===== config.mk =====
export PLATFORM = sky130hd
export DESIGN_NAME = coupled_form_sine_oscillator_core_flat
export DESIGN_NICKNAME = d
export VERILOG_FILES = /design/src/rtl/cfso_pkg.sv /design/src/rtl/cfso_req_if.sv /design/src/rtl/cfso_rsp_if.sv /design/src/rtl/cfso_serial_mult.sv /design/src/rtl/cfso_sample_out.sv /design/src/rtl/coupled_form_sine_oscillator_core.sv /design/src/flat_wrapper.sv
export SDC_FILE = /design/constraint.sdc
export NUM_CORES = 1
export LEC_CHECK = 0
export ABC_AREA = 0
export BUFFER_PORTS_ARGS = -buffer_cell sky130_fd_sc_hd__clkbuf_2
export CAP_MARGIN = 15
export CORE_MARGIN = 3
export CORE_UTILIZATION = 30
export CTS_CLUSTER_DIAMETER = 200
export CTS_CLUSTER_SIZE = 40
export DETAILED_ROUTE_END_ITERATION = 8
export PLACE_DENSITY = 0.53
export SETUP_SLACK_MARGIN = 0.3
export SYNTH_ARGS = -nofsm -noshare
export SYNTH_HDL_FRONTEND = slang
export SYNTH_SLANG_ARGS = --single-unit

===== constraint.sdc =====
create_clock -name clock -period 7.1 [get_ports clock]
set_clock_uncertainty 0.2 [all_clocks]
set_input_delay 0.355 -clock clock [delete_from_list [all_inputs] [get_ports clock]]
set_output_delay 0.355 -clock clock [all_outputs]
set_load 0.005 [all_outputs]

===== src/rtl/cfso_pkg.sv =====
// shared types and constants of the coupled-form sine oscillator
`default_nettype none

package cfso_pkg;

   typedef logic [1:0] command_type;
   typedef logic [1:0] csr_index_type;

   localparam command_type CMD_ADD     = 2'd0;
   localparam command_type CMD_REPLACE = 2'd1;
   localparam command_type CMD_BYPASS  = 2'd2;
   localparam command_type CMD_RESTART = 2'd3;

   localparam csr_index_type CSR_STEP_COEFFICIENT = 2'd0;
   localparam csr_index_type CSR_START_QUADRATURE = 2'd1;
   localparam csr_index_type CSR_START_INPHASE    = 2'd2;

   // configuration word width, coefficient width and its fraction bits
   localparam int CFG_BITS  = 32;
   localparam int EPS_BITS  = 32;
   localparam int EPS_FRAC  = 30;
   // fraction bits of the start values
   localparam int CFG_FRAC  = 29;

   // -1.0 in Q2.29
   localparam logic [CFG_BITS-1:0] START_QUAD_RESET = 32'hE000_0000;

endpackage

`default_nettype wire


===== src/rtl/cfso_req_if.sv =====
// request channel: command and input sample
`default_nettype none

interface cfso_req_if #(
   parameter int SAMPLE_BITS = 24
);
   import cfso_pkg::*;

   logic                          valid;
   logic                          ready;
   command_type                   command;
   logic signed [SAMPLE_BITS-1:0] sample_in;

   modport source (output valid, output command, output sample_in, input ready);
   modport sink   (input valid, input command, input sample_in, output ready);

endinterface

`default_nettype wire


===== src/rtl/cfso_rsp_if.sv =====
// response channel: output sample and clip flag
`default_nettype none

interface cfso_rsp_if #(
   parameter int SAMPLE_BITS = 24
);
   logic                          valid;
   logic                          ready;
   logic signed [SAMPLE_BITS-1:0] sample_out;
   logic                          clipped;

   modport source (output valid, output sample_out, output clipped, input ready);
   modport sink   (input valid, input sample_out, input clipped, output ready);

endinterface

`default_nettype wire


===== src/rtl/cfso_serial_mult.sv =====
// bit-serial coefficient multiplier, product rounded to the state scale
`default_nettype none

module cfso_serial_mult #(
   parameter int STATE_BITS = 32
) (
   input  logic                                  clock,
   input  logic                                  reset,
   input  logic                                  start,
   input  logic [cfso_pkg::EPS_BITS-1:0]         coef,
   input  logic signed [STATE_BITS-1:0]          operand,
   output logic                                  done,
   output logic signed [STATE_BITS+cfso_pkg::EPS_BITS-cfso_pkg::EPS_FRAC:0] product
);
   import cfso_pkg::*;

   localparam int PW = STATE_BITS + 1 + EPS_BITS - EPS_FRAC;
   localparam int CW = $clog2(EPS_BITS + 1);

   logic [EPS_BITS-1:0]          eps_ff, eps_in;
   logic signed [STATE_BITS-1:0] x_ff;
   logic signed [STATE_BITS:0]   acc_ff, acc_in;
   logic [EPS_BITS-1:0]          low_ff, low_in;
   logic [CW-1:0]                cnt_ff;
   logic                         fin_ff;
   logic                         done_ff;
   logic signed [PW-1:0]         product_ff, product_in;

   logic signed [STATE_BITS+1:0] addend, sum;
   logic [EPS_BITS:0]            low_rnd;

   // one coefficient bit per cycle, lsb first
   always_comb begin
      addend  = eps_ff[0] ? {x_ff[STATE_BITS-1], x_ff[STATE_BITS-1], x_ff} : '0;
      sum     = {acc_ff[STATE_BITS], acc_ff} + addend;
      acc_in  = sum[STATE_BITS+1:1];
      low_in  = {sum[0], low_ff[EPS_BITS-1:1]};
      eps_in  = eps_ff >> 1;
      // round half up at the coefficient fraction
      low_rnd = {1'b0, low_ff} + ((EPS_BITS+1)'(1) << (EPS_FRAC - 1));
      product_in = $signed({acc_ff, {(EPS_BITS-EPS_FRAC){1'b0}}})
                 + $signed(PW'(low_rnd[EPS_BITS:EPS_FRAC]));
   end

   always_ff @(posedge clock) begin
      if (reset) begin
         cnt_ff  <= '0;
         fin_ff  <= 1'b0;
         done_ff <= 1'b0;
      end else begin
         done_ff <= fin_ff;
         fin_ff  <= (cnt_ff == CW'(1));
         if (start) begin
            cnt_ff <= CW'(EPS_BITS);
         end else if (cnt_ff != '0) begin
            cnt_ff <= cnt_ff - CW'(1);
         end
      end
   end

   always_ff @(posedge clock) begin
      if (start) begin
         eps_ff <= coef;
         x_ff   <= operand;
         acc_ff <= '0;
      end else if (cnt_ff != '0) begin
         eps_ff <= eps_in;
         acc_ff <= acc_in;
         low_ff <= low_in;
      end
      if (fin_ff) begin
         product_ff <= product_in;
      end
   end

   assign done    = done_ff;
   assign product = product_ff;

endmodule

`default_nettype wire


===== src/rtl/cfso_sample_out.sv =====
// result register: oscillator sample, mix with input, saturation
`default_nettype none

module cfso_sample_out #(
   parameter int SAMPLE_BITS = 24,
   parameter int STATE_BITS  = 32
) (
   input  logic                          clock,
   input  logic                          reset,
   input  logic                          load,
   input  cfso_pkg::command_type         command,
   input  logic signed [SAMPLE_BITS-1:0] sample_in,
   input  logic signed [STATE_BITS-1:0]  inphase,
   output logic                          slot_free,
   cfso_rsp_if.source                    rsp_bus
);
   import cfso_pkg::*;

   // fraction bits dropped going from Q2.(STATE_BITS-3) to Q0.(SAMPLE_BITS-1)
   localparam int OSC_D   = (STATE_BITS - 3) - (SAMPLE_BITS - 1);
   localparam int AW      = ((STATE_BITS > SAMPLE_BITS) ? STATE_BITS : SAMPLE_BITS) + 4;
   localparam int SHR     = (OSC_D > 0) ? OSC_D : 0;
   localparam int SHL     = (OSC_D < 0) ? -OSC_D : 0;
   localparam int RND_POS = (SHR > 0) ? SHR - 1 : 0;
   localparam logic signed [AW-1:0] RND  = (SHR > 0) ? (AW'(1) << RND_POS) : '0;
   localparam logic signed [AW-1:0] SMAX =
      $signed({{(AW-SAMPLE_BITS+1){1'b0}}, {(SAMPLE_BITS-1){1'b1}}});
   localparam logic signed [AW-1:0] SMIN = ~SMAX;

   logic                          valid_ff;
   logic signed [SAMPLE_BITS-1:0] sample_ff, sample_in_d;
   logic                          clipped_ff, clipped_in;

   logic signed [AW-1:0] osc, mix;

   always_comb begin
      osc = ((AW'(inphase) + RND) >>> SHR) <<< SHL;
      mix = osc;
      if (command == CMD_ADD) begin
         mix = osc + AW'(sample_in);
      end
      sample_in_d = mix[SAMPLE_BITS-1:0];
      clipped_in  = 1'b0;
      if (mix > SMAX) begin
         sample_in_d = SMAX[SAMPLE_BITS-1:0];
         clipped_in  = 1'b1;
      end else if (mix < SMIN) begin
         sample_in_d = SMIN[SAMPLE_BITS-1:0];
         clipped_in  = 1'b1;
      end
      if (command == CMD_BYPASS) begin
         sample_in_d = '0;
         clipped_in  = 1'b0;
      end
   end

   always_ff @(posedge clock) begin
      if (reset) begin
         valid_ff <= 1'b0;
      end else if (load) begin
         valid_ff <= 1'b1;
      end else if (rsp_bus.ready) begin
         valid_ff <= 1'b0;
      end
   end

   always_ff @(posedge clock) begin
      if (load) begin
         sample_ff  <= sample_in_d;
         clipped_ff <= clipped_in;
      end
   end

   assign slot_free          = !valid_ff || rsp_bus.ready;
   assign rsp_bus.valid      = valid_ff;
   assign rsp_bus.sample_out = sample_ff;
   assign rsp_bus.clipped    = clipped_ff;

endmodule

`default_nettype wire


===== src/rtl/coupled_form_sine_oscillator_core.sv =====
// top level of the coupled-form sine oscillator
//
// channel  | direction | handshake     | payload
// req_bus  | in        | valid / ready | command, sample_in
// rsp_bus  | out       | valid / ready | sample_out, clipped
// csr_*    | in        | write enable  | csr_index, csr_write_data
//
// a sample item is answered in the cycle after it is taken; the state update
// then runs two bit-serial multiplies on the shared multiplier, and the next
// item is taken only once both are done
// a restart item loads the start values and gives no result
// reset loads quadrature -1.0 and in-phase 0; a stalled result holds in the
// output register and blocks the next item only while it is still unread
`default_nettype none

module coupled_form_sine_oscillator_core #(
   parameter int SAMPLE_BITS = 24,
   parameter int STATE_BITS  = 32
) (
   input  logic                            clock,
   input  logic                            reset,
   input  logic                            csr_write_enable,
   input  cfso_pkg::csr_index_type         csr_index,
   input  logic [cfso_pkg::CFG_BITS-1:0]   csr_write_data,
   cfso_req_if.sink                        req_bus,
   cfso_rsp_if.source                      rsp_bus
);
   import cfso_pkg::*;

   // product width from the multiplier, update sum width
   localparam int PW = STATE_BITS + 1 + EPS_BITS - EPS_FRAC;
   localparam int SW = PW + 1;
   // restart load: rescale Q2.29 to the state format
   localparam int LW = (STATE_BITS + 1 > CFG_BITS + 1) ? STATE_BITS + 1 : CFG_BITS + 1;
   localparam int XW = (LW > SW) ? LW : SW;
   localparam int STATE_FRAC = STATE_BITS - 3;
   localparam int LOAD_SHR = (CFG_FRAC > STATE_FRAC) ? CFG_FRAC - STATE_FRAC : 0;
   localparam int LOAD_SHL = (STATE_FRAC > CFG_FRAC) ? STATE_FRAC - CFG_FRAC : 0;
   localparam int LRND_POS = (LOAD_SHR > 0) ? LOAD_SHR - 1 : 0;
   localparam logic signed [LW-1:0] LOAD_RND = (LOAD_SHR > 0) ? (LW'(1) << LRND_POS) : '0;
   localparam logic signed [XW-1:0] STMAX =
      $signed({{(XW-STATE_BITS+1){1'b0}}, {(STATE_BITS-1){1'b1}}});
   localparam logic signed [XW-1:0] STMIN = ~STMAX;
   // -1.0 in the state format
   localparam logic [STATE_BITS-1:0] QUAD_RESET = {3'b111, {(STATE_BITS-3){1'b0}}};

   // sequencer codes
   localparam logic [1:0] ST_IDLE     = 2'd0;
   localparam logic [1:0] ST_MUL_QUAD = 2'd1;
   localparam logic [1:0] ST_MUL_INPH = 2'd2;

   logic [1:0]                   state_ff, state_in;
   logic [EPS_BITS-1:0]          step_ff;
   logic signed [CFG_BITS-1:0]   start_quad_ff, start_inph_ff;
   logic signed [STATE_BITS-1:0] quad_ff, quad_in;
   logic signed [STATE_BITS-1:0] inph_ff, inph_in;

   logic                         accept, restart, sample_go, slot_free;
   logic                         mult_start, mult_done;
   logic signed [STATE_BITS-1:0] mult_operand;
   logic signed [PW-1:0]         product;
   logic signed [STATE_BITS-1:0] quad_upd, inph_upd, quad_load, inph_load;

   // saturate to the signed state range
   function automatic logic signed [STATE_BITS-1:0] sat_state(
      input logic signed [XW-1:0] v
   );
      logic signed [STATE_BITS-1:0] r;
      r = v[STATE_BITS-1:0];
      if (v > STMAX) begin
         r = STMAX[STATE_BITS-1:0];
      end else if (v < STMIN) begin
         r = STMIN[STATE_BITS-1:0];
      end
      return r;
   endfunction

   // start value rescale with round half up
   function automatic logic signed [XW-1:0] load_scale(
      input logic signed [CFG_BITS-1:0] c
   );
      logic signed [LW-1:0] t;
      t = ((LW'(c) + LOAD_RND) >>> LOAD_SHR) <<< LOAD_SHL;
      return XW'(t);
   endfunction

   assign req_bus.ready = (state_ff == ST_IDLE) && slot_free;
   assign accept        = req_bus.valid && req_bus.ready;
   assign restart       = accept && (req_bus.command == CMD_RESTART);
   assign sample_go     = accept && (req_bus.command != CMD_RESTART);

   always_comb begin
      quad_upd  = sat_state(XW'(quad_ff) + XW'(product));
      inph_upd  = sat_state(XW'(inph_ff) - XW'(product));
      quad_load = sat_state(load_scale(start_quad_ff));
      inph_load = sat_state(load_scale(start_inph_ff));
   end

   // sequencer: quad += eps*inph, then inph -= eps*quad with the new quad
   always_comb begin
      state_in     = state_ff;
      quad_in      = quad_ff;
      inph_in      = inph_ff;
      mult_start   = 1'b0;
      mult_operand = inph_ff;
      unique case (state_ff)
         ST_IDLE: begin
            if (restart) begin
               quad_in = quad_load;
               inph_in = inph_load;
            end else if (sample_go) begin
               mult_start = 1'b1;
               state_in   = ST_MUL_QUAD;
            end
         end
         ST_MUL_QUAD: begin
            if (mult_done) begin
               quad_in      = quad_upd;
               mult_operand = quad_upd;
               mult_start   = 1'b1;
               state_in     = ST_MUL_INPH;
            end
         end
         ST_MUL_INPH: begin
            if (mult_done) begin
               inph_in  = inph_upd;
               state_in = ST_IDLE;
            end
         end
         default: begin
            state_in = ST_IDLE;
         end
      endcase
   end

   always_ff @(posedge clock) begin
      if (reset) begin
         state_ff      <= ST_IDLE;
         step_ff       <= '0;
         start_quad_ff <= START_QUAD_RESET;
         start_inph_ff <= '0;
         quad_ff       <= QUAD_RESET;
         inph_ff       <= '0;
      end else begin
         state_ff <= state_in;
         quad_ff  <= quad_in;
         inph_ff  <= inph_in;
         if (csr_write_enable) begin
            case (csr_index)
               CSR_STEP_COEFFICIENT: step_ff       <= csr_write_data;
               CSR_START_QUADRATURE: start_quad_ff <= csr_write_data;
               CSR_START_INPHASE:    start_inph_ff <= csr_write_data;
               default: ;
            endcase
         end
      end
   end

   // shared bit-serial multiplier for both half-steps
   cfso_serial_mult #(
      .STATE_BITS (STATE_BITS)
   ) u_mult (
      .clock   (clock),
      .reset   (reset),
      .start   (mult_start),
      .coef    (step_ff),
      .operand (mult_operand),
      .done    (mult_done),
      .product (product)
   );

   // result built from the in-phase state before the update
   cfso_sample_out #(
      .SAMPLE_BITS (SAMPLE_BITS),
      .STATE_BITS  (STATE_BITS)
   ) u_out (
      .clock     (clock),
      .reset     (reset),
      .load      (sample_go),
      .command   (req_bus.command),
      .sample_in (req_bus.sample_in),
      .inphase   (inph_ff),
      .slot_free (slot_free),
      .rsp_bus   (rsp_bus)
   );

endmodule

`default_nettype wire


===== src/flat_wrapper.sv =====
// flat-port wrapper written by rule: the top's interface ports become plain ports
module coupled_form_sine_oscillator_core_flat import cfso_pkg::*;
#(
   parameter int SAMPLE_BITS = 24,
   parameter int STATE_BITS  = 32
)
  (clock, reset, csr_write_enable, csr_index, csr_write_data, req_bus_valid, req_bus_command, req_bus_sample_in, req_bus_ready, rsp_bus_valid, rsp_bus_sample_out, rsp_bus_clipped, rsp_bus_ready);
  cfso_req_if #(.SAMPLE_BITS(SAMPLE_BITS)) req_bus_i ();
  cfso_rsp_if #(.SAMPLE_BITS(SAMPLE_BITS)) rsp_bus_i ();
  input  logic clock;
  input  logic reset;
  input  logic csr_write_enable;
  input  cfso_pkg::csr_index_type csr_index;
  input  logic [cfso_pkg::CFG_BITS-1:0] csr_write_data;
  input wire logic [$bits(req_bus_i.valid)-1:0] req_bus_valid;
  input wire logic [$bits(req_bus_i.command)-1:0] req_bus_command;
  input wire logic [$bits(req_bus_i.sample_in)-1:0] req_bus_sample_in;
  output wire logic [$bits(req_bus_i.ready)-1:0] req_bus_ready;
  output wire logic [$bits(rsp_bus_i.valid)-1:0] rsp_bus_valid;
  output wire logic [$bits(rsp_bus_i.sample_out)-1:0] rsp_bus_sample_out;
  output wire logic [$bits(rsp_bus_i.clipped)-1:0] rsp_bus_clipped;
  input wire logic [$bits(rsp_bus_i.ready)-1:0] rsp_bus_ready;
  assign req_bus_i.valid = req_bus_valid;
  assign req_bus_i.command = req_bus_command;
  assign req_bus_i.sample_in = req_bus_sample_in;
  assign req_bus_ready = req_bus_i.ready;
  assign rsp_bus_valid = rsp_bus_i.valid;
  assign rsp_bus_sample_out = rsp_bus_i.sample_out;
  assign rsp_bus_clipped = rsp_bus_i.clipped;
  assign rsp_bus_i.ready = rsp_bus_ready;
  coupled_form_sine_oscillator_core #(.SAMPLE_BITS(SAMPLE_BITS), .STATE_BITS(STATE_BITS)) u_core (.clock(clock), .reset(reset), .csr_write_enable(csr_write_enable), .csr_index(csr_index), .csr_write_data(csr_write_data), .req_bus(req_bus_i), .rsp_bus(rsp_bus_i));
endmodule

---- Word level (Yosys, flattened, before mapping) ----
Cells that the tools add are included.
storage, ports and cells
  bits in writable memories ............... 0
  ROM bits ................................ 0
  output and inout port bits .............. 27
  bits in registers ....................... 360
  latch bits .............................. 0
  input port bits ......................... 65
  memories kept ........................... 0
  logic and storage cells ................. 111
cells by class
  order comparisons ....................... 10
  bitwise operators ....................... 1
  $add $sub $neg .......................... 8
  multipliers ............................. 0
  shifts and indexed selects .............. 0
  mux-type cells .......................... 37
  equal/unequal tests ..................... 13
  divide/modulo/power cells ............... 0
  reduce and logical (&&, ||, !) cells .... 23
operators by type and width
  cell                    number
  $mux 32                 16
  $pmux 32 s2             2
  $gt 36x32->1 const B    2
  $lt 36x32->1 const B    2
  $gt 32x32->1 const B    2
  $lt 32x32->1 const B    2
  $add 32x35->36          1
  $gt 36x24->1 const B    1
  $lt 36x24->1 const B    1
  $mux 36                 1
  $sub 32x35->36          1
  $add 35x4->35           1
  $add 34x34->34          1
  $mux 34                 1
  $add 32x30->33 const B  1
  $add 32x7->33 const B   1
  $add 27x24->28          1
  $mux 24                 1
  $mux 23                 1
  $mux 6                  2
  $eq 2x2->1 const B      4
  $mux 2                  4
  $ne 2x2->1 const B      4
  $reduce_and 2->1        4
  17 further kinds        35

---- Depth between registers and ports, before layout ----
Gate-level depths: netlist of run 1.
  word-level depth ........................ 10
  gate-level depth with buffers ........... 21
  gate-level depth less buffers ........... 17

---- By module ----
From an unflattened synthesis of run 1, not the netlist that was laid out.
second synthesis, totals
  cell total of the unflattened synthesis .. 2700
  area, all modules ....................... 22173.8 µm²
modules (own cells, without submodules)
  module                             times used  seq. area each (µm²)  cells each  area each (µm²)
  coupled_form_sine_oscillator_core  1           3243.1                1489        10849.2
  cfso_serial_mult                   1           3883.7                698         7518.5
  cfso_sample_out                    1           770.7                 513         3806.2

---- Worst setup path before layout of run 1 ----
No wires, ideal clock.
  path type ............................... register to register
  start ................................... register u_core.u_out.valid_ff, in the netlist u_core.u_out.rsp_bus.valid
  end ..................................... register u_core.u_mult.x_ff[0], enable pin
  library setup time ...................... 0.409 ns
  required time ........................... 6.491 ns
  data arrival time ....................... 4.006 ns
  path buffers ............................ 2
  cell stages (with the launch flop) ...... 9
  period minus slack after synthesis ...... 4.615 ns
  slack ................................... 2.485 ns
  cell sequence ........................... dfxtp_1 > nor2b_1 > nor3_1 > nand2_1 > a21oi_1 > nor2_1 > inv_1 > clkbuf_1 > buf_1
on the way
  longest elaborated chain between the ends .. 8
  elaborated cells on any way between the ends .. 9
  classes of those cells .................. mux: 3; reduce/logical: 6
ends and longest elaborated chain
  item                    RTL line                                  RTL
  from (decl)             cfso_sample_out.sv:30                     logic valid_ff;
  from (signal assigned)  cfso_sample_out.sv:59                     valid_ff <= 1'b0;
  from (signal assigned)  cfso_sample_out.sv:61                     valid_ff <= 1'b1;
  from (signal assigned)  cfso_sample_out.sv:63                     valid_ff <= 1'b0;
  $logic_not 1->1         cfso_sample_out.sv:74                     assign slot_free = !valid_ff || rsp_bus.ready;
  $logic_or 1x1->1        cfso_sample_out.sv:74
  $logic_and 1x1->1       coupled_form_sine_oscillator_core.sv:87   assign req_bus.ready = (state_ff == ST_IDLE) && slot_free;
  via req_bus_ready       flat_wrapper.sv:18                        output wire logic [$bits(req_bus_i.ready)-1:0] req_bus_ready;
  $logic_and 1x1->1       coupled_form_sine_oscillator_core.sv:88   assign accept = req_bus.valid && req_bus.ready;
  $logic_and 1x1->1       coupled_form_sine_oscillator_core.sv:90   assign sample_go = accept && (req_bus.command != CMD_RESTART);
  via u_core.sample_go    coupled_form_sine_oscillator_core.sv:58   logic accept, restart, sample_go, slot_free;
  $mux 1                  coupled_form_sine_oscillator_core.sv:111  end else if (sample_go) begin
  $mux 1                  coupled_form_sine_oscillator_core.sv:108  if (restart) begin
  $pmux 1 s2              coupled_form_sine_oscillator_core.sv:106  unique case (state_ff)
  via u_core.mult_start   coupled_form_sine_oscillator_core.sv:59   logic mult_start, mult_done;
  to (signal assigned)    cfso_serial_mult.sv:64                    x_ff <= operand;
  to (decl)               cfso_serial_mult.sv:21                    logic signed [STATE_BITS-1:0] x_ff;
The timed path passes the listed nets, and every way through them passes these cells.
A chain may end at the register's enable or synchronous reset.

---- Worst setup path in the final report of run 1 ----
  start ................................... register u_core.inph_ff[5]
  end ..................................... register u_core.u_out.sample_ff[6], in the netlist u_core.u_out.rsp_bus.sample_out[6], data pin
on the way
  longest elaborated chain between the ends .. 6
  elaborated cells on any way between the ends .. 7
  classes of those cells .................. add/sub: 2; order compare: 2; mux: 3
ends and longest elaborated chain
  item                    RTL line                                  RTL
  from (decl)             coupled_form_sine_oscillator_core.sv:56   logic signed [STATE_BITS-1:0] inph_ff, inph_in;
  from (signal assigned)  coupled_form_sine_oscillator_core.sv:147  inph_ff <= inph_in;
  $add 32x7->33 *         cfso_sample_out.sv:37                     osc = ((AW'(inphase) + RND) >>> SHR) <<< SHL;
  $add 27x24->28          cfso_sample_out.sv:40                     mix = osc + AW'(sample_in);
  $mux 36 *               cfso_sample_out.sv:39                     if (command == CMD_ADD) begin
  $lt 36x24->1            cfso_sample_out.sv:47                     end else if (mix < SMIN) begin
  $mux 24                 cfso_sample_out.sv:47
  $mux 23 *               cfso_sample_out.sv:44                     if (mix > SMAX) begin
  to (signal assigned)    cfso_sample_out.sv:69                     sample_ff <= sample_in_d;
  to (decl)               cfso_sample_out.sv:31                     logic signed [SAMPLE_BITS-1:0] sample_ff, sample_in_d;
Mark *: on every way between the ends. The rest lies on a longest branch, timed or not.

==> flow_summary.json, run 1 <==
{
  "status": "finished, final reports clean",
  "fp.dieW_um": 273,
  "crit_buf_inv": 0,
  "synth.cell_area_mm2": 0.0213,
  "stdcell_area_mm2": 0.0234,
  "worstHoldStart": "rsp_bus_ready",
  "clk_latency_ns": 0.55,
  "drt-total-wl_um": 69600,
  "grt_max_degree": 93,
  "regToRegEndpoint": "u_core.u_out.rsp_bus.sample_out[6]",
  "core.rowCount": 97,
  "r2r_setup_slack_ns": 1.40,
  "port_buffers": 91,
  "yosys.area.top_type": "dfxtp_1",
  "slew_headroom": 0.242,
  "synth_area_leaders": "dfxtp_1 (19%), edfxtp_1 (18%), nand2_1 (9.0%)",
  "synthCells": 2585,
  "dieArea_mm2": 0.0743,
  "layout.nets": 2842,
  "synthMuxAreaShare": 0.00141,
  "synth_top_family_by_area": "simple AND/OR/NAND/NOR gates",
  "post_cts_resized": 0,
  "htreeDepth": 1,
  "grt-ovfl-total": 0,
  "cp_num_cells": 16,
  "drive_above_1_share": 0.0846,
  "ios": 92,
  "grtUsageTotal": 0.181,
  "fmax_ghz": 0.175,
  "place_congestion": 0.892,
  "crit_arrival_ns": 5.78,
  "grt_pass1_vias": 17900,
  "area_growth_pct": 9.76,
  "ys_dominant_reg_cell": "dfxtp_1",
  "hold_buffers": 34,
  "yosys.area_share.simple": 0.223,
  "via_per_inst": 5.34,
  "worst_slew_pin_slew_ns": 1.13,
  "clk_path_buf_depth": 3,
  "num_vias": 19100,
  "finalHoldViolCount": 0,
  "grt_antenna_before_repair": 0,
  "drtAntennaViolNets": 0,
  "cts_tree": "built",
  "post_drt_wl_per_cell_um": 19.5,
  "drtIter0Drc": 1613,
  "min_path_cells": 3,
  "end_kind": "flip-flop",
  "drc": 0,
  "hold_end": "u_core.u_out.rsp_bus.valid",
  "tns_ns": 0,
  "ys_seq_area_frac": 0.371,
  "critical_path_class": "reg -> reg",
  "path_cells": "ha_1 -> and3_1 -> nand4_1 -> nor4_2 -> xor2_1 -> ha_1 -> a21o_1 -> a21o_1 -> a21oi_1 -> nand2_1 -> a211oi_1 -> or4_1 -> o211ai_1 -> o31ai_4 -> or2_1 -> o31ai_2",
  "chipHeight_um": 273,
  "ys_top_cells_by_count": "nand2_1 (511), a21oi_1 (258), dfxtp_1 (204)",
  "postCtsSetupBuffers": 0,
  "diodes": 0,
  "cts_sinks": 331,
  "reg2reg_depth": 16,
  "crit_start": "u_core.inph_ff[5]",
  "first_pass_iters": 5,
  "cp_max_fo": 18,
  "synth_compound_area_frac": 0.214,
  "yosysMostFrequentCell": "nand2_1",
  "synthArstFlopShare": 0,
  "core_mm2": 0.0701,
  "start_util": 0.304,
  "hpwl_um": 53000,
  "synth_fp_nets": 2796,
  "synth_cell_type_count": 84,
  "placed_cell_area_mm2": 0.0227,
  "period_share": 0.803,
  "min_period_ns": 5.70,
  "slowest_delay_ns": 0.78,
  "yosys_warnings": 0,
  "root_buffer": "clkbuf_16",
  "setup_viol": 0,
  "path_clk_slew_ns": 0.16,
  "r2r_start": "u_core.inph_ff[5]",
  "max_cap_viol_count": 0,
  "drv_slew": 0,
  "leakage_nw": 9.35,
  "yosysTopAreaCellShare": 0.192,
  "hold_path_class": "in -> reg",
  "rsz0062_at_grt": "false",
  "synth-edff-count": 127,
  "syn_area_per_cell_um2": 8.25,
  "grt_pass1_wl_um": 106000,
  "worstSetupStartpointType": "flip-flop",
  "ys_ff_latch": 331,
  "powerDensity_mw_per_mm2": 231,
  "vdd_drop_max_uv": 151,
  "synth-xor-area-share": 0.0636,
  "crit_family": "simple AND/OR/NAND/NOR gates",
  "synth-adder-area-share": 0.0871,
  "crit_required_ns": 7.18,
  "slowest_stage": "or2_1",
  "cts_buffers": 12
}
==> cell type report <==
cell class | count | area, µm²
inverters | 93 | 350
clock inverters | 4 | 41.3
clock buffers | 16 | 337
flip-flops and latches | 331 | 7900
well taps | 940 | 1180
fillers | 7481 | 46800
repair buffers | 151 | 997
multi-input cells | 2042 | 12600
==> logic make-up (layout without fill, tap and decap cells) <==
kind of cell | after synthesis | after routing
compound gates | 685 | 685
xor+xnor | 154 | 154
buf+inv | 212 | 264
simple gates | 1054 | 1054
fa+ha+maj | 146 | 146
flops | 331 | 331
mux | 3 | 3
==> per-stage QoR <==
step                power (mW)  hold slack, ns  utilization  std cells  worst slack [ns]
finish                    5.41          0.0376        0.333       3577              1.40
global route              5.76          0.0499        0.333       3577             0.942
CTS                       5.46          0.0394        0.333       3577              1.34
detailed placement        4.43           0.247        0.323       3523              1.38
global placement          4.40           0.239        0.323       3523              1.43
floorplan                 3.87           0.232            -       2585              2.49
==> sequential cells by signal (all words and copies together) (netlist names) <==
register	cells
u_core.u_mult.eps_ff	32
u_core.inph_ff	32
u_core.u_mult.low_ff	3
u_core.u_mult.x_ff	32
u_core.u_out.rsp_bus.clipped	1
u_core.u_out.rsp_bus.valid	1
u_core.u_out.rsp_bus.sample_out	24
u_core.state_ff	2
u_core.u_mult.done	1
u_core.quad_ff	32
u_core.u_mult.acc_ff	33
u_core.start_quad_ff	32
u_core.start_inph_ff	32
u_core.u_mult.fin_ff	1
u_core.step_ff	32
u_core.u_mult.product	35
u_core.u_mult.cnt_ff	6
==> worst min-delay path, cell delays in order <==
cell      delay (ns)
clkbuf_2        0.07
nor2b_1         0.09
o21ba_2         0.23
==> worst max-delay path by stage <==
stage / endpoint / slack [ns]
detailed placement: u_core.u_out.rsp_bus.sample_out[6] / 1.38
floorplan: u_core.u_mult.x_ff[0] / 2.49
global route: u_core.u_out.rsp_bus.sample_out[6] / 0.94
finish: u_core.u_out.rsp_bus.sample_out[6] / 1.40
CTS: u_core.u_out.rsp_bus.sample_out[6] / 1.34
global placement: u_core.u_out.rsp_bus.sample_out[6] / 1.43
==> power by group <==
group / leakage [nW] / switching (mW) / internal (mW)
clock network: 0.185 / 0.650 / 0.353
logic: 6.25 / 1.21 / 0.675
registers: 2.92 / 0.193 / 2.33
total: 9.35 / 2.05 / 3.36
==> cells in the final DEF, fill, tap and decap left out, types with 22 or more instances in the layout <==
cell type      count
a21oi_1          256
a21o_1            56
o21ai_0          104
xnor2_1           97
nand2_1          511
ha_1             142
dlygate4sd3_1     34
nand4_1           24
nand3_1           62
nor2_1           195
edfxtp_1         127
clkbuf_2          90
buf_4             26
a31oi_1           24
nor4_1            36
and2_1            40
and3_1            22
a211oi_1          49
dfxtp_1          204
inv_1             90
nor3_1            64
xor2_1            56
==> per-layer routing <==
metal  track usage  vias up  share of wire
met3        0.0147       73          0.045
met5             0        -              0
met4        0.0487        0          0.026
li1              -     9274              -
met1         0.251     9240           0.46
met2         0.302      497           0.46
No activity file was read; power rests on OpenSTA's default activity.
==> run 2: changes to the inputs <==
==> constraint.sdc (replaced) <==
create_clock -name clock -period 5.9 [get_ports clock]
set_clock_uncertainty 0.2 [all_clocks]
set_input_delay 0.295 -clock clock [delete_from_list [all_inputs] [get_ports clock]]
set_output_delay 0.295 -clock clock [all_outputs]
set_load 0.005 [all_outputs]
==> flow_summary.json, run 2 (synthesized netlist as in run 1, its figures left out) <==
{
  "status": "finished, final reports clean",
  "crit_path_frequent_cell": "nor3_1",
  "num_vias": 19200,
  "cts_sinks": 331,
  "grt-ovfl-total": 0,
  "path_clk_slew_ns": 0.16,
  "drtAntennaViolNets": 0,
  "grtUsageTotal": 0.183,
  "leakage_nw": 9.42,
  "drive_above_1_share": 0.0886,
  "critical_path_class": "reg -> reg",
  "clk_path_buf_depth": 3,
  "area_growth_pct": 10.3,
  "grt_pass1_wl_um": 107000,
  "p_comb_frac": 0.348,
  "cts_tree": "built",
  "grt_pass1_vias": 18100,
  "switching_power_mw": 2.47,
  "htreeDepth": 1,
  "root_buffer": "clkbuf_16",
  "drt-total-wl_um": 70300,
  "drc": 0,
  "clk_latency_ns": 0.55,
  "path_cells": "nand3_1 -> or4b_1 -> or2_1 -> nor2_1 -> xor2_1 -> ha_1 -> a21oi_1 -> o21ai_0 -> a311oi_1 -> and4bb_1 -> nor3_1 -> nor3_1 -> a211oi_1 -> or3_4 -> o31ai_2",
  "num-fill-cells": 7488,
  "powerDensity_mw_per_mm2": 278,
  "dieArea_mm2": 0.0743,
  "cts_buffers": 12,
  "seqPwrFrac": 0.469,
  "hold_path_class": "in -> reg",
  "crit_buf_inv": 0,
  "core_mm2": 0.0701,
  "stdcell_count": 3592,
  "crit_family": "simple AND/OR/NAND/NOR gates",
  "finalHoldViolCount": 0,
  "cp_max_fo": 21,
  "ios": 92,
  "grt_antenna_before_repair": 1,
  "setup_viol": 0,
  "layout.nets": 2857,
  "hpwl_um": 53600,
  "reg2reg_depth": 15,
  "cp_num_cells": 15,
  "worstSetupStartpointType": "flip-flop",
  "mostFrequentLayoutCell": "nand2_1",
  "min_path_cells": 3,
  "layout_common_cells": "nand2_1 (511), a21oi_1 (256), dfxtp_1 (204), nor2_1 (195), ha_1 (142)",
  "switching_share": 0.379,
  "grt_max_degree": 74,
  "min_period_ns": 5.17,
  "start_util": 0.304,
  "max_cap_viol_count": 0,
  "chipHeight_um": 273,
  "postCtsSetupBuffers": 0,
  "p_int_mw": 4.05,
  "period_share": 0.876,
  "place_congestion": 0.920,
  "drtIter0Drc": 1628,
  "core.rowCount": 97,
  "crit_required_ns": 6.02,
  "post_drt_wl_per_cell_um": 19.6,
  "vdd_drop_max_uv": 184,
  "via_per_inst": 5.34,
  "tns_ns": 0,
  "largest_register_ffs": 35,
  "crit_arrival_ns": 5.29,
  "place_inst": 3537,
  "slowest_delay_ns": 0.54,
  "clkPwrFrac": 0.183,
  "diodes": 0,
  "worst_slew_pin_slew_ns": 1.13,
  "end_kind": "flip-flop",
  "drv_slew": 0,
  "fp.dieW_um": 273,
  "slowest_stage": "or4b_1",
  "fmax_ghz": 0.193,
  "first_pass_iters": 5,
  "port_buffers": 91,
  "rsz0062_at_grt": "false",
  "slew_headroom": 0.246
}
[run 2: cell count changes in the layout (fill, tap and decap cells not counted)]
cell / change
clkinv_8: -1
buf_4: +14
inv_8: -1
clkbuf_1: +2
a2111oi_1: +1
a2111oi_0: -1
dlygate4sd3_1: +1
clkinv_4: -1
clkinv_16: +1
[run 2: cell type report]
class | instances | area [µm²] | share of cell area
flip-flops and latches | 331 | 7900 | 0.336
inverters | 93 | 350 | 0.0149
repair buffers | 166 | 1110 | 0.0473
well taps | 940 | 1180 | 0.0500
clock buffers | 18 | 344 | 0.0146
multi-input cells | 2042 | 12600 | 0.536
clock inverters | 2 | 35.0 | 0.00149
[run 2: final timing paths]
path,slack [ns],endpoint,start
setup / recovery,0.73,u_core.u_out.rsp_bus.sample_out[6],u_core.inph_ff[9]
hold / removal,0.03,u_core.u_out.rsp_bus.valid,rsp_bus_ready
hold reg to reg,0.26,u_core.step_ff[30],u_core.step_ff[30]
setup reg to reg,0.73,u_core.u_out.rsp_bus.sample_out[6],u_core.inph_ff[9]
[run 2: worst min-delay path: stages]
cell	delay, ns
clkbuf_2	0.08
nor2b_1	0.10
o21ba_2	0.23
[run 2: power by group through the flow]
| stage | clock [mW] | combinational [mW] | sequential (mW) |
|---|---|---|---|
| after global routing | 1.30 | 2.54 | 3.10 |
| after floorplan | 0 | 1.63 | 3.02 |
| after global placement | 0 | 2.21 | 3.11 |
| after CTS | 1.23 | 2.27 | 3.06 |
| final | 1.19 | 2.27 | 3.06 |
| after detailed placement | 0 | 2.24 | 3.11 |
[run 2: what timing repair did]
action / in CTS / in global routing
hold buffers: 35 / 0
gates resized for setup: 0 / 1
setup endpoints to repair: 0 / 4
hold endpoints to repair: 97 / 0
[run 2: metal layers]
layer	part of all wire	vias to the layer above	global-route usage
li1	-	9314	-
met1	0.46	9230	0.247
met2	0.45	528	0.300
met4	0.043	0	0.0733
met5	0	-	0
met3	0.044	102	0.0172
[run 2: through the flow]
| stage | area (µm²) | setup WS [ns] | power (mW) | hold slack [ns] | util |
|---|---|---|---|---|---|
| 2_1_floorplan | 21300 | 1.29 | 4.65 | 0.216 | - |
| 4_1_cts | 23500 | 0.695 | 6.56 | 0.00992 | 0.335 |
| 6_report | 23500 | 0.732 | 6.52 | 0.0301 | 0.335 |
| 5_1_grt | 23500 | 0.358 | 6.94 | 0.0235 | 0.335 |
| 3_5_place_dp | 22800 | 0.753 | 5.35 | 0.245 | 0.325 |
| 3_3_place_gp | 22800 | 0.818 | 5.32 | 0.240 | 0.325 |
